--- config.mk ---
export PLATFORM = sky130hd
export DESIGN_NAME = serial_frame_unwrapper_fcs16_flat
export DESIGN_NICKNAME = d
export VERILOG_FILES = /design/src/rtl/sfu_pkg.sv /design/src/rtl/sfu_in_if.sv /design/src/rtl/sfu_out_if.sv /design/src/rtl/sfu_crc16.sv /design/src/rtl/sfu_core.sv /design/src/rtl/serial_frame_unwrapper_fcs16.sv /design/src/flat_wrapper.sv
export SDC_FILE = /design/constraint.sdc
export NUM_CORES = 1
export LEC_CHECK = 0
export BUFFER_PORTS_ARGS = -buffer_cell sky130_fd_sc_hd__buf_4
export CAP_MARGIN = 20
export CORE_ASPECT_RATIO = 1.2
export CORE_MARGIN = 8
export CORE_UTILIZATION = 35
export DETAILED_ROUTE_END_ITERATION = 7
export GPL_TIMING_DRIVEN = 0
export PLACE_DENSITY = 0.63
export SLEW_MARGIN = 30
export SYNTH_ARGS = -nofsm -noshare
export SYNTH_HDL_FRONTEND = slang
export SYNTH_SLANG_ARGS = --single-unit
--- constraint.sdc ---
create_clock -name i_clk -period 6.85 [get_ports i_clk]
set_clock_uncertainty 0.1 [all_clocks]
set_input_delay 0.685 -clock i_clk [delete_from_list [all_inputs] [get_ports i_clk]]
set_output_delay 0.685 -clock i_clk [all_outputs]
set_load 0.005 [all_outputs]
--- src/rtl/sfu_pkg.sv ---
// shared types and constants for the serial frame unwrapper with fcs-16
// no dependencies

package sfu_pkg;

    localparam logic [15:0] CRC_POLY = 16'h8408;
    localparam logic [15:0] CRC_INIT = 16'hFFFF;
    localparam logic [7:0]  ESC_BYTE = 8'h7D;
    localparam logic [7:0]  ESC_XOR  = 8'h20;
    localparam logic [7:0]  BOF_BYTE = 8'hC0;
    localparam logic [7:0]  EOF_BYTE = 8'hC1;

    localparam logic [7:0]  PROTO_RESET = 8'h11;
    localparam logic [7:0]  TYPE_RESET  = 8'h01;

    // header is four bytes, data index saturates there
    localparam logic [2:0]  HDR_BYTES = 3'd4;

    typedef enum logic [0:0] {
        CFG_PROTO_ID     = 1'b0,
        CFG_MESSAGE_TYPE = 1'b1
    } t_cfg_idx;

    typedef enum logic [2:0] {
        ST_OK        = 3'd0,
        ST_FCS_ERR   = 3'd1,
        ST_BAD_PROTO = 3'd2,
        ST_BAD_TYPE  = 3'd3,
        ST_SHORT     = 3'd4
    } t_status;

    typedef struct packed {
        logic       go;
        logic [7:0] rx_byte;
        logic       last_byte;
    } t_step;

    typedef struct packed {
        logic [7:0] proto_id;
        logic [7:0] message_type;
    } t_cfg;

    typedef struct packed {
        logic        has_result;
        logic [7:0]  payload_byte;
        logic        payload_valid;
        logic        frame_done;
        t_status     status;
        logic [15:0] length_field;
    } t_result;

endpackage

--- src/rtl/sfu_in_if.sv ---
// input channel: one raw received byte per transaction
// no dependencies

interface sfu_in_if;
    logic       valid;
    logic       ready;
    logic [7:0] rx_byte;
    logic       last_byte;

    modport source (output valid, output rx_byte, output last_byte, input ready);
    modport sink   (input valid, input rx_byte, input last_byte, output ready);
endinterface

--- src/rtl/sfu_out_if.sv ---
// output channel: payload byte and/or frame close per transaction
// no dependencies

interface sfu_out_if;
    logic        valid;
    logic        ready;
    logic [7:0]  payload_byte;
    logic        payload_valid;
    logic        frame_done;
    logic [2:0]  status;
    logic [15:0] length_field;

    modport source (output valid, output payload_byte, output payload_valid,
                    output frame_done, output status, output length_field, input ready);
    modport sink   (input valid, input payload_byte, input payload_valid,
                    input frame_done, input status, input length_field, output ready);
endinterface

--- src/rtl/sfu_crc16.sv ---
// one byte step of the reflected crc-16, poly 0x8408
// depends on sfu_pkg

module sfu_crc16 (
    input  logic [15:0] i_crc,
    input  logic [7:0]  i_byte,
    output logic [15:0] o_crc
);

    always_comb begin
        logic [15:0] c;
        c = i_crc ^ {8'h00, i_byte};
        for (int k = 0; k < 8; k++) begin
            if (c[0]) begin
                c = (c >> 1) ^ sfu_pkg::CRC_POLY;
            end else begin
                c = c >> 1;
            end
        end
        o_crc = c;
    end

endmodule

--- src/rtl/sfu_core.sv ---
// frame state: unescape, fcs hold, crc, header capture and frame close
// depends on sfu_pkg and sfu_crc16

module sfu_core (
    input  logic             i_clk,
    input  logic             i_rst_n,
    input  sfu_pkg::t_step   i_step,
    input  sfu_pkg::t_cfg    i_cfg,
    output sfu_pkg::t_result o_result
);

    logic        r_esc;
    logic        r_start;
    logic [7:0]  r_hold [2];
    logic [1:0]  r_hold_cnt;
    logic [15:0] r_crc;
    logic [2:0]  r_idx;
    logic [7:0]  r_hdr_proto;
    logic [7:0]  r_hdr_type;
    logic [15:0] r_hdr_len;

    logic        n_esc;
    logic [7:0]  n_hold [2];
    logic [1:0]  n_hold_cnt;
    logic [15:0] n_crc;
    logic [2:0]  n_idx;
    logic [7:0]  n_hdr_proto;
    logic [7:0]  n_hdr_type;
    logic [15:0] n_hdr_len;

    logic        have_data;
    logic [7:0]  data;
    logic        shift;
    logic [7:0]  out_byte;
    logic [15:0] crc_step;
    logic [15:0] fcs;

    assign out_byte = r_hold[0];

    sfu_crc16 u_crc (
        .i_crc  (r_crc),
        .i_byte (out_byte),
        .o_crc  (crc_step)
    );

    always_comb begin
        // unescape and flag removal
        have_data = 1'b0;
        data      = i_step.rx_byte;
        n_esc     = r_esc;
        if (r_esc) begin
            n_esc     = 1'b0;
            data      = i_step.rx_byte ^ sfu_pkg::ESC_XOR;
            have_data = 1'b1;
        end else if (i_step.rx_byte == sfu_pkg::ESC_BYTE) begin
            n_esc = !i_step.last_byte;
        end else if (r_start && i_step.rx_byte == sfu_pkg::BOF_BYTE) begin
            have_data = 1'b0;
        end else if (i_step.last_byte && i_step.rx_byte == sfu_pkg::EOF_BYTE) begin
            have_data = 1'b0;
        end else begin
            have_data = 1'b1;
        end

        // two-byte fcs hold
        shift      = have_data && (r_hold_cnt == 2'd2);
        n_hold     = r_hold;
        n_hold_cnt = r_hold_cnt;
        if (have_data && !shift) begin
            n_hold[r_hold_cnt[0]] = data;
            n_hold_cnt            = r_hold_cnt + 2'd1;
        end else if (shift) begin
            n_hold[0] = r_hold[1];
            n_hold[1] = data;
        end

        n_crc       = shift ? crc_step : r_crc;
        n_idx       = r_idx;
        n_hdr_proto = r_hdr_proto;
        n_hdr_type  = r_hdr_type;
        n_hdr_len   = r_hdr_len;
        o_result    = '0;
        if (shift) begin
            case (r_idx)
                3'd0:    n_hdr_proto     = out_byte;
                3'd1:    n_hdr_type      = out_byte;
                3'd2:    n_hdr_len[15:8] = out_byte;
                3'd3:    n_hdr_len[7:0]  = out_byte;
                default: begin
                    o_result.payload_valid = 1'b1;
                    o_result.payload_byte  = out_byte;
                end
            endcase
            if (r_idx < sfu_pkg::HDR_BYTES) begin
                n_idx = r_idx + 3'd1;
            end
        end

        // frame close
        fcs = ~n_crc;
        o_result.status = sfu_pkg::ST_OK;
        if (i_step.last_byte) begin
            o_result.frame_done = 1'b1;
            if (n_idx < sfu_pkg::HDR_BYTES) begin
                o_result.status = sfu_pkg::ST_SHORT;
            end else if (fcs[7:0] != n_hold[0] || fcs[15:8] != n_hold[1]) begin
                o_result.status = sfu_pkg::ST_FCS_ERR;
            end else begin
                o_result.length_field = n_hdr_len;
                if (n_hdr_proto != i_cfg.proto_id) begin
                    o_result.status = sfu_pkg::ST_BAD_PROTO;
                end else if (n_hdr_type != i_cfg.message_type) begin
                    o_result.status = sfu_pkg::ST_BAD_TYPE;
                end
            end
        end
        o_result.has_result = o_result.payload_valid || i_step.last_byte;
    end

    always_ff @(posedge i_clk) begin
        if (!i_rst_n) begin
            r_esc      <= 1'b0;
            r_start    <= 1'b1;
            r_hold_cnt <= '0;
            r_crc      <= sfu_pkg::CRC_INIT;
            r_idx      <= '0;
        end else if (i_step.go) begin
            if (i_step.last_byte) begin
                r_esc      <= 1'b0;
                r_start    <= 1'b1;
                r_hold_cnt <= '0;
                r_crc      <= sfu_pkg::CRC_INIT;
                r_idx      <= '0;
            end else begin
                r_esc      <= n_esc;
                r_start    <= 1'b0;
                r_hold_cnt <= n_hold_cnt;
                r_crc      <= n_crc;
                r_idx      <= n_idx;
            end
        end
    end

    // hold and header bytes are always written before they are read
    always_ff @(posedge i_clk) begin
        if (i_step.go) begin
            r_hold      <= n_hold;
            r_hdr_proto <= n_hdr_proto;
            r_hdr_type  <= n_hdr_type;
            r_hdr_len   <= n_hdr_len;
        end
    end

endmodule

--- src/rtl/serial_frame_unwrapper_fcs16.sv ---
// Serial frame unwrapper with FCS-16 check. Takes one raw byte of an escaped frame per
// transaction, the last byte flagged. A leading 0xC0, a trailing unescaped 0xC1 and a
// dangling 0x7D are dropped; 0x7D escapes are undone by XOR 0x20. Unescaped bytes pass a
// two-byte hold that keeps back the FCS; bytes leaving the hold feed the reflected CRC-16
// (poly 0x8408, init 0xFFFF). The first four are the header (protocol id, message type,
// big-endian length), later ones come out as payload. The last byte closes the frame with
// a status: ok, fcs mismatch, bad protocol, bad type, or short frame (fewer than six data
// bytes). A payload byte and the close may share one output transaction; bytes that give
// neither produce no output. Rate: one byte per clock while the output is not stalled.
// A byte passes an input register, then the frame logic into the result register; the
// longest path is the eight-step CRC byte update plus the FCS compare. Protocol id and
// message type registers (reset 0x11 and 0x01) are to be written by the user only while
// no frame is in flight; the block itself does not enforce this.
// depends on sfu_pkg, sfu_in_if, sfu_out_if, sfu_core, sfu_crc16

module serial_frame_unwrapper_fcs16 (
    input  logic            i_clk,
    input  logic            i_rst_n,
    sfu_in_if.sink          i_rx,
    sfu_out_if.source       o_res,
    input  logic            i_cfg_we,
    input  logic [0:0]      i_cfg_idx,
    input  logic [7:0]      i_cfg_data
);

    // input register
    logic       r_in_vld;
    logic [7:0] r_in_byte;
    logic       r_in_last;

    // result register
    logic              r_out_vld;
    sfu_pkg::t_result  r_out;

    sfu_pkg::t_cfg     r_cfg;
    sfu_pkg::t_step    step;
    sfu_pkg::t_result  result;

    logic proc_go;

    // the held byte moves on when the result register is free or drains this cycle
    assign proc_go  = r_in_vld && (!r_out_vld || o_res.ready);
    assign i_rx.ready = !r_in_vld || proc_go;

    assign step.go        = proc_go;
    assign step.rx_byte   = r_in_byte;
    assign step.last_byte = r_in_last;

    sfu_core u_core (
        .i_clk    (i_clk),
        .i_rst_n  (i_rst_n),
        .i_step   (step),
        .i_cfg    (r_cfg),
        .o_result (result)
    );

    // configuration registers
    always_ff @(posedge i_clk) begin
        if (!i_rst_n) begin
            r_cfg.proto_id     <= sfu_pkg::PROTO_RESET;
            r_cfg.message_type <= sfu_pkg::TYPE_RESET;
        end else if (i_cfg_we) begin
            case (sfu_pkg::t_cfg_idx'(i_cfg_idx))
                sfu_pkg::CFG_PROTO_ID:     r_cfg.proto_id     <= i_cfg_data;
                sfu_pkg::CFG_MESSAGE_TYPE: r_cfg.message_type <= i_cfg_data;
                default:                   r_cfg              <= r_cfg;
            endcase
        end
    end

    // input stage
    always_ff @(posedge i_clk) begin
        if (!i_rst_n) begin
            r_in_vld <= 1'b0;
        end else if (i_rx.ready) begin
            r_in_vld <= i_rx.valid;
        end
    end

    always_ff @(posedge i_clk) begin
        if (i_rx.valid && i_rx.ready) begin
            r_in_byte <= i_rx.rx_byte;
            r_in_last <= i_rx.last_byte;
        end
    end

    // result stage
    always_ff @(posedge i_clk) begin
        if (!i_rst_n) begin
            r_out_vld <= 1'b0;
        end else if (proc_go) begin
            r_out_vld <= result.has_result;
        end else if (o_res.ready) begin
            r_out_vld <= 1'b0;
        end
    end

    always_ff @(posedge i_clk) begin
        if (proc_go && result.has_result) begin
            r_out <= result;
        end
    end

    assign o_res.valid         = r_out_vld;
    assign o_res.payload_byte  = r_out.payload_byte;
    assign o_res.payload_valid = r_out.payload_valid;
    assign o_res.frame_done    = r_out.frame_done;
    assign o_res.status        = r_out.status;
    assign o_res.length_field  = r_out.length_field;

endmodule
--- src/flat_wrapper.sv ---
// flat-port wrapper written by rule: the top's interface ports become plain ports
module serial_frame_unwrapper_fcs16_flat 
  (i_clk, i_rst_n, i_cfg_we, i_cfg_idx, i_cfg_data, i_rx_valid, i_rx_rx_byte, i_rx_last_byte, i_rx_ready, o_res_valid, o_res_payload_byte, o_res_payload_valid, o_res_frame_done, o_res_status, o_res_length_field, o_res_ready);
  sfu_in_if i_rx_i ();
  sfu_out_if o_res_i ();
  input  logic i_clk;
  input  logic i_rst_n;
  input  logic i_cfg_we;
  input  logic [0:0] i_cfg_idx;
  input  logic [7:0] i_cfg_data;
  input wire logic [$bits(i_rx_i.valid)-1:0] i_rx_valid;
  input wire logic [$bits(i_rx_i.rx_byte)-1:0] i_rx_rx_byte;
  input wire logic [$bits(i_rx_i.last_byte)-1:0] i_rx_last_byte;
  output wire logic [$bits(i_rx_i.ready)-1:0] i_rx_ready;
  output wire logic [$bits(o_res_i.valid)-1:0] o_res_valid;
  output wire logic [$bits(o_res_i.payload_byte)-1:0] o_res_payload_byte;
  output wire logic [$bits(o_res_i.payload_valid)-1:0] o_res_payload_valid;
  output wire logic [$bits(o_res_i.frame_done)-1:0] o_res_frame_done;
  output wire logic [$bits(o_res_i.status)-1:0] o_res_status;
  output wire logic [$bits(o_res_i.length_field)-1:0] o_res_length_field;
  input wire logic [$bits(o_res_i.ready)-1:0] o_res_ready;
  assign i_rx_i.valid = i_rx_valid;
  assign i_rx_i.rx_byte = i_rx_rx_byte;
  assign i_rx_i.last_byte = i_rx_last_byte;
  assign i_rx_ready = i_rx_i.ready;
  assign o_res_valid = o_res_i.valid;
  assign o_res_payload_byte = o_res_i.payload_byte;
  assign o_res_payload_valid = o_res_i.payload_valid;
  assign o_res_frame_done = o_res_i.frame_done;
  assign o_res_status = o_res_i.status;
  assign o_res_length_field = o_res_i.length_field;
  assign o_res_i.ready = o_res_ready;
  serial_frame_unwrapper_fcs16 u_core (.i_clk(i_clk), .i_rst_n(i_rst_n), .i_rx(i_rx_i), .o_res(o_res_i), .i_cfg_we(i_cfg_we), .i_cfg_idx(i_cfg_idx), .i_cfg_data(i_cfg_data));
endmodule
==> results of run 1 <==
power by group through the flow:
stage	registers (µW)	logic, µW	clock network, µW
final	863	135	859
after global routing	865	148	910
after CTS	863	136	873
after detailed placement	879	135	0
after global placement	879	128	0
after floorplan	871	85.6	0
flip-flops by register name, summed over array words and instances (netlist names), 2 cells and up:
signal,cells
u_core.o_res.length_field,16
u_core.u_core.r_hdr_len,16
u_core.u_core.r_hdr_type,8
u_core.u_core.r_idx,3
u_core.r_in_byte,8
u_core.u_core.r_hdr_proto,8
u_core.u_core.out_byte,8
u_core.o_res.payload_byte,8
u_core.u_core.r_hold_cnt,2
u_core.o_res.status,3
u_core.r_cfg,16
u_core.u_core.r_hold,8
u_core.u_core.r_crc,16
cell usage in the layout, fill, tap and decap left out, types with 4 or more instances in the layout:
cell type	instances
nor3_1	4
inv_6	5
ha_1	5
a21oi_1	12
o31ai_1	12
nor3b_2	10
nor3b_1	6
dfxtp_1	41
o211ai_1	4
nor2b_1	5
buf_4	53
nor2_1	13
mux2_2	22
nand4_1	20
xor2_1	21
inv_1	18
clkbuf_16	17
nand2_1	78
nor4b_1	4
a21boi_0	15
and3_1	4
and2_1	15
xnor2_1	27
buf_1	5
clkinvlp_4	5
mux2i_1	27
edfxtp_1	86
o21ai_0	8
nand3_1	35
buf_6	5
clkbuf_1	23
synth_stat cells, types with 2 or more instances:
cell / number
o22ai_1: 2
a21boi_0: 15
ha_1: 5
buf_1: 5
inv_1: 19
or4_1: 2
and3_1: 4
xor2_1: 21
a211oi_1: 3
nand2b_1: 3
nand4_1: 20
buf_6: 5
nor3_1: 5
nand2_1: 78
nor3b_1: 6
and2_1: 15
o21ai_0: 8
nor4b_1: 4
mux2i_1: 27
edfxtp_1: 86
dfxtp_1: 41
xnor2_1: 27
nor2_1: 14
nor3b_2: 10
nand3_1: 35
mux2_2: 22
o31ai_1: 12
o211ai_1: 4
nor2b_1: 5
clkbuf_1: 23
nand4bb_1: 3
a21oi_1: 12
path summary, 6_finish.rpt:
kind                               start                           end  cells past startpoint
min reg2reg        u_core.u_core.r_start         u_core.u_core.r_start                      2
max reg2reg  u_core.u_core.r_hold_cnt[0]  u_core.o_res.length_field[6]                     13
min                      i_rx_rx_byte[1]           u_core.r_in_byte[1]                      1
max          u_core.u_core.r_hold_cnt[0]  u_core.o_res.length_field[6]                     13
kinds of logic after synthesis:
kind of cell    synth area share
flops                     0.5418
xor+xnor                 0.06693
fa+ha+maj               0.009960
mux                      0.08247
compound gates           0.07172
buf+inv                  0.03785
simple gates              0.1892
metrics by stage:
step                      cell area, µm²  power (µW)
after floorplan                     6281       957.1
after global placement              6954        1007
after detailed placement            7017        1014
after CTS                           7577        1872
after global routing                7577        1923
final                               7577        1858
routing by layer:
layer	share of wire	GRT usage	vias up
met5	0	0	-
met4	0.025	0.07125	0
met3	0.049	0.03559	34
met2	0.46	0.2191	136
met1	0.47	0.1770	2186
li1	-	-	2188
area by class of cell:
cell class | instances | area share
Tap cell | 220 | 0.03633
Timing Repair Buffer | 55 | 0.05878
Inverter | 19 | 0.009742
Clock buffer | 17 | 0.05614
Multi-Input combinational cell | 381 | 0.3501
Clock inverter | 15 | 0.01783
Buffer | 34 | 0.02196
Sequential cell | 127 | 0.4491
critical path, cell delays in order, from the launching register on:
cell and delay, ps:
dfxtp_1 320, clkbuf_1 240, inv_1 190, ha_1 160, clkbuf_1 330, nor2_1 200, nor3_2 540, mux2_2 440
xor2_1 160, nand4bb_1 240, or4_1 570, buf_2 200, buf_6 170, nor3b_2 210
==> flow_summary.yaml, run 1 <==
run_status:
  status: "completed"
logic_synthesis:
  ys_async_sr_fraction: 0
  ys.flop_type: "edfxtp_1"
  ys_ff_latch: 127
  synth.top_cell.area_share: 0.4112
  yosys-top-cells-area: "edfxtp_1, dfxtp_1, nand2_1, mux2i_1, mux2_2"
  postSynthCellCount: 561
  postSynthNetCount: 589
  synth.avg_cell_area_um2: 11.20
  netlist-cell-type-count: 52
  synth_top_cell_by_area: "edfxtp_1"
  synth-seq-area-share: 0.5418
  synth_area_mm2: 0.006281
  synth_edf_count: 86
  ys_warn_count: 0
cts:
  htreeDepth: 4
  cts_root_buf: "clkbuf_16"
  post_cts_buffers: 0
  cts.sinks: 127
  cts_tree: "done"
  cts_resized: 0
  holdBufCountCts: 0
  insertion_delay_ps: 420
  cts_made_buffers: 17
  cts_buffer_depth: 2
  clkTransAtPathRegs_ps: 60
global_route:
  gr-total-overflow: 0
  grt_pass1_wl_um: 25220
  grt_pass1_vias: 4687
  antenna_found_initial: 0
  grtUsageTotal: 0.1404
  grt_max_degree: 28
detailed_routing:
  drt-pass1-iter-count: 5
  drt_iter0_markers: 420
  wirelength_um: 15500
  num_vias: 4544
  viasPerCell: 5.235
  wl_per_cell_um: 17.86
  drcViolationCount: 0
  final_antenna_net_count: 0
worst_setup_path:
  crit_type: "reg2reg"
  r2r_slack_ps: 2600
  worstSetupStartpointType: "register"
  cp_max_fo: 10
  crit_path_end_kind: "register"
  crit_arrival_ps: 4410
  cp_data_required_time_ps: 7010
timing:
  finalCritPeriodShare: 0.6198
  fmax_mhz: 235.5
  hold_viol: 0
  drv_slew: 0
  rsz0062_at_grt: "false"
  relSlewSlack: 0.3924
  setup_viol: 0
  tightest_slew_ps: 904.5
  setup_tns_ps: 0
  period_needed_ps: 4246
  holdWs_ps: 335.7
  worst_slack_ps: 2604
pwr:
  power.share.clock: 0.463
  power_frac_comb: 0.073
  p_sw_frac: 0.2454
  power.internal_uw: 1402
  p_switching_uw: 455.8
  seqPwrFrac: 0.465
  ir_drop_mv: 0.1299
  power_density_mw_per_mm2: 245.2
  p_leak_uw: 0.002698
floorplan:
  die_height_um: 162.7
  fp.dieW_um: 138.3
  num_rows: 53
  dieArea_mm2: 0.02251
  io_pins: 54
  start_util: 0.3574
  core_area_mm2: 0.01757
placed_design:
  place_ws_ps: 2597
  dpl.cell_count: 836
  gp_congestion: 0.8938
  io_buffers: 53
  hpwlAfterDp_um: 11250
finish:
  drive_above_1_share: 0.2083
  antenna_cells: 0
  seq_area_mm2: 0.003403
  area_delta_synth_final_pct: 20.64
  multi_input_area_mm2: 0.002653
  nets: 663
  fill_cells: 1647
  layoutNonFillerInstCount: 868
  utilization: 0.4312
min_path:
  hp-class: "in2reg"
flow_run:
  drv_cap: 0
Power figures use the tool's default switching activity.
==> run 2: changes to the inputs <==
ABC_AREA = 1   (was not set)
PLACE_DENSITY = 0.64   (was 0.63)
clock period = 3.55 ns   (was 6.85 ns; I/O delays follow)
==> flow_summary.yaml, run 2 <==
run_status:
  status: "completed"
pwr:
  p_leak_uw: 0.004185
  p_switching_uw: 1031
  p_sw_frac: 0.2610
  power_density_mw_per_mm2: 462.7
  power.internal_uw: 2921
  ir_drop_mv: 0.3157
  power.share.clock: 0.449
  power_frac_comb: 0.118
  seqPwrFrac: 0.433
placed_design:
  place_ws_ps: -77.78
  io_buffers: 53
  gp_congestion: 0.9100
  hpwlAfterDp_um: 14320
  dpl.cell_count: 1266
finish:
  utilization: 0.4262
  area_delta_synth_final_pct: 20.64
  layout_common_cells: "nand2_1, inv_1, nor2_1, edfxtp_1, o21ai_0"
  drive_above_1_share: 0.1248
  final_common_cell: "nand2_1"
  layoutNonFillerInstCount: 1307
  nets: 1057
  antenna_cells: 0
detailed_routing:
  routed.top_layer: "met4"
  met3_length_um: 1035
  wl_per_cell_um: 14.76
  wl_met2_um: 9385
  wirelength_um: 19290
  drt-pass1-iter-count: 5
  viasPerCell: 4.777
  drt_iter0_markers: 570
  num_vias: 6244
  met1_length_um: 8131
  final_antenna_net_count: 0
  drcViolationCount: 0
logic_synthesis:
  synth-compound-area-share: 0.08977
  postSynthCellCount: 947
  ys.flop_type: "edfxtp_1"
  netlist-cell-type-count: 33
  yosys-top-cells-area: "edfxtp_1, nand2_1, dfxtp_1, inv_1, o21ai_0"
  postSynthNetCount: 975
  synth_common_cells: "nand2_1, inv_1, edfxtp_1, nor2_1, o21ai_0"
  synth-xor-area-share: 0.01484
  synth-simple-area-share: 0.3034
  ys_warn_count: 0
  synth.avg_cell_area_um2: 7.477
  synth_edf_count: 86
  synth_fa_ha_area_frac: 0.008835
  synth-seq-area-share: 0.4807
  synth_area_mm2: 0.007081
  synth_top_cell_by_area: "edfxtp_1"
  synth.top_cell.area_share: 0.3647
  ys_ff_latch: 127
  yosysMostFrequentCell: "nand2_1"
  synthMuxAreaShare: 0
  ys_async_sr_fraction: 0
  synth_top_family_by_area: "simple AND/OR/NAND/NOR gates"
timing:
  tightest_slew_ps: 630.4
  hold_viol: 0
  setup_viol: 0
  worst_slack_ps: 289.7
  relSlewSlack: 0.5797
  fmax_mhz: 306.7
  finalCritPeriodShare: 0.9184
  period_needed_ps: 3260
  drv_slew: 0
  holdWs_ps: 59.10
  rsz0062_at_grt: "false"
worst_setup_path:
  worstSetupStartpointType: "register"
  startpoint: "u_core.u_core.r_hold_cnt[0]"
  crit_path_end_kind: "register"
  r2r_start: "u_core.u_core.r_hold_cnt[0]"
  crit_arrival_ps: 3330
  r2r_end: "u_core.o_res.status[1]"
  r2r_slack_ps: 290
  cp_data_required_time_ps: 3620
  reg2reg_depth: 16
  crit_type: "reg2reg"
  cp_max_fo: 10
cts:
  clkTransAtPathRegs_ps: 60
  cts_tree: "done"
  cts_buffer_depth: 2
  htreeDepth: 4
  insertion_delay_ps: 420
  post_cts_buffers: 0
  cts_root_buf: "clkbuf_16"
  cts_made_buffers: 17
  cts.sinks: 127
min_path:
  holdPathEnd: "u_core.r_cfg[12]"
  min_from: "i_cfg_data[4]"
  hold_path_depth: 3
  hp-class: "in2reg"
global_route:
  grtUsageTotal: 0.1575
  grt_max_degree: 58
  antenna_found_initial: 0
  grt_pass1_wl_um: 30770
  gr-total-overflow: 0
  grt_pass1_vias: 5955
floorplan:
  fp.dieW_um: 145.8
  die_height_um: 171.8
  dieArea_mm2: 0.02506
  core_area_mm2: 0.02004
  start_util: 0.3533
  num_rows: 57
  io_pins: 54
flow_run:
  drv_cap: 0
-- run 2: worst max-delay path, cell delays in order, from the launching register on --
cell and delay (ps):
dfxtp_1 290, buf_2 160, clkbuf_2 200, inv_1 160, ha_1 200, buf_2 270, clkbuf_2 290, clkbuf_2 300
nand3_1 140, nand2_1 120, nand2_1 60, nand2_1 50, nand3_1 80, nor2_1 110, nand2_1 90, nor3_1 300
nor2_2 70
-- run 2: timing repair --
action                                 in CTS  in global routing
hold buffers                                9                  0
setup endpoints to repair                   2                 17
pin swaps                                   0                  0
endpoints found under the hold margin       9                  0
gates cloned                                0                  0
resized for setup                           1                  4
-- run 2: power groups by stage --
stage | Combinational [µW] | Clock, µW | Sequential, µW
after global placement | 445 | 0 | 1740
final | 466 | 1770 | 1710
after detailed placement | 454 | 0 | 1740
after global routing | 529 | 1850 | 1720
after floorplan | 314 | 0 | 1720
after CTS | 465 | 1800 | 1710
-- run 2: metal layers --
layer  vias up  GRT usage
met3        41    0.04000
li1       3190          -
met2       167     0.2727
met1      2846     0.1779
met4         0    0.08024
met5         -          0
-- run 2: kinds of logic after synthesis --
logic type | after synthesis
and+or+nand+nor | 502
buffers and inverters | 177
DFF | 127
adders and majority gates | 5
xor gates and xnor gates | 12
AOI/OAI and AO/OA | 124
-- run 2: final cells by class --
class | count | area, µm²
buffer | 29 | 173.9
clock buffer | 18 | 429.2
clock inverter | 14 | 165.2
fill | 1976 | 11500
inverter | 148 | 560.5
multi-input combinational | 643 | 2963
sequential | 127 | 3403
tap | 265 | 331.6
timing repair buffer | 63 | 515.5
-- run 2: metrics by stage --
| step | setup TNS, ps | instance area, µm² | power (µW) |
|---|---|---|---|
| floorplan | 0 | 7081 | 2035 |
| global placement | -40270 | 7810 | 2188 |
| detailed placement | -77.78 | 7854 | 2196 |
| CTS | 0 | 8539 | 3975 |
| global route | 0 | 8542 | 4102 |
| finish | 0 | 8542 | 3952 |
-- run 2: how the worst max path moves through the flow --
stage,endpoint,slack [ps]
6_report,u_core.o_res.status[1],290
5_1_grt,u_core.o_res.length_field[13],30
4_1_cts,u_core.o_res.status[1],80
3_5_place_dp,u_core.o_res.status[1],-80
3_3_place_gp,u_core.o_res.valid,-1040
2_1_floorplan,u_core.o_res.frame_done,170
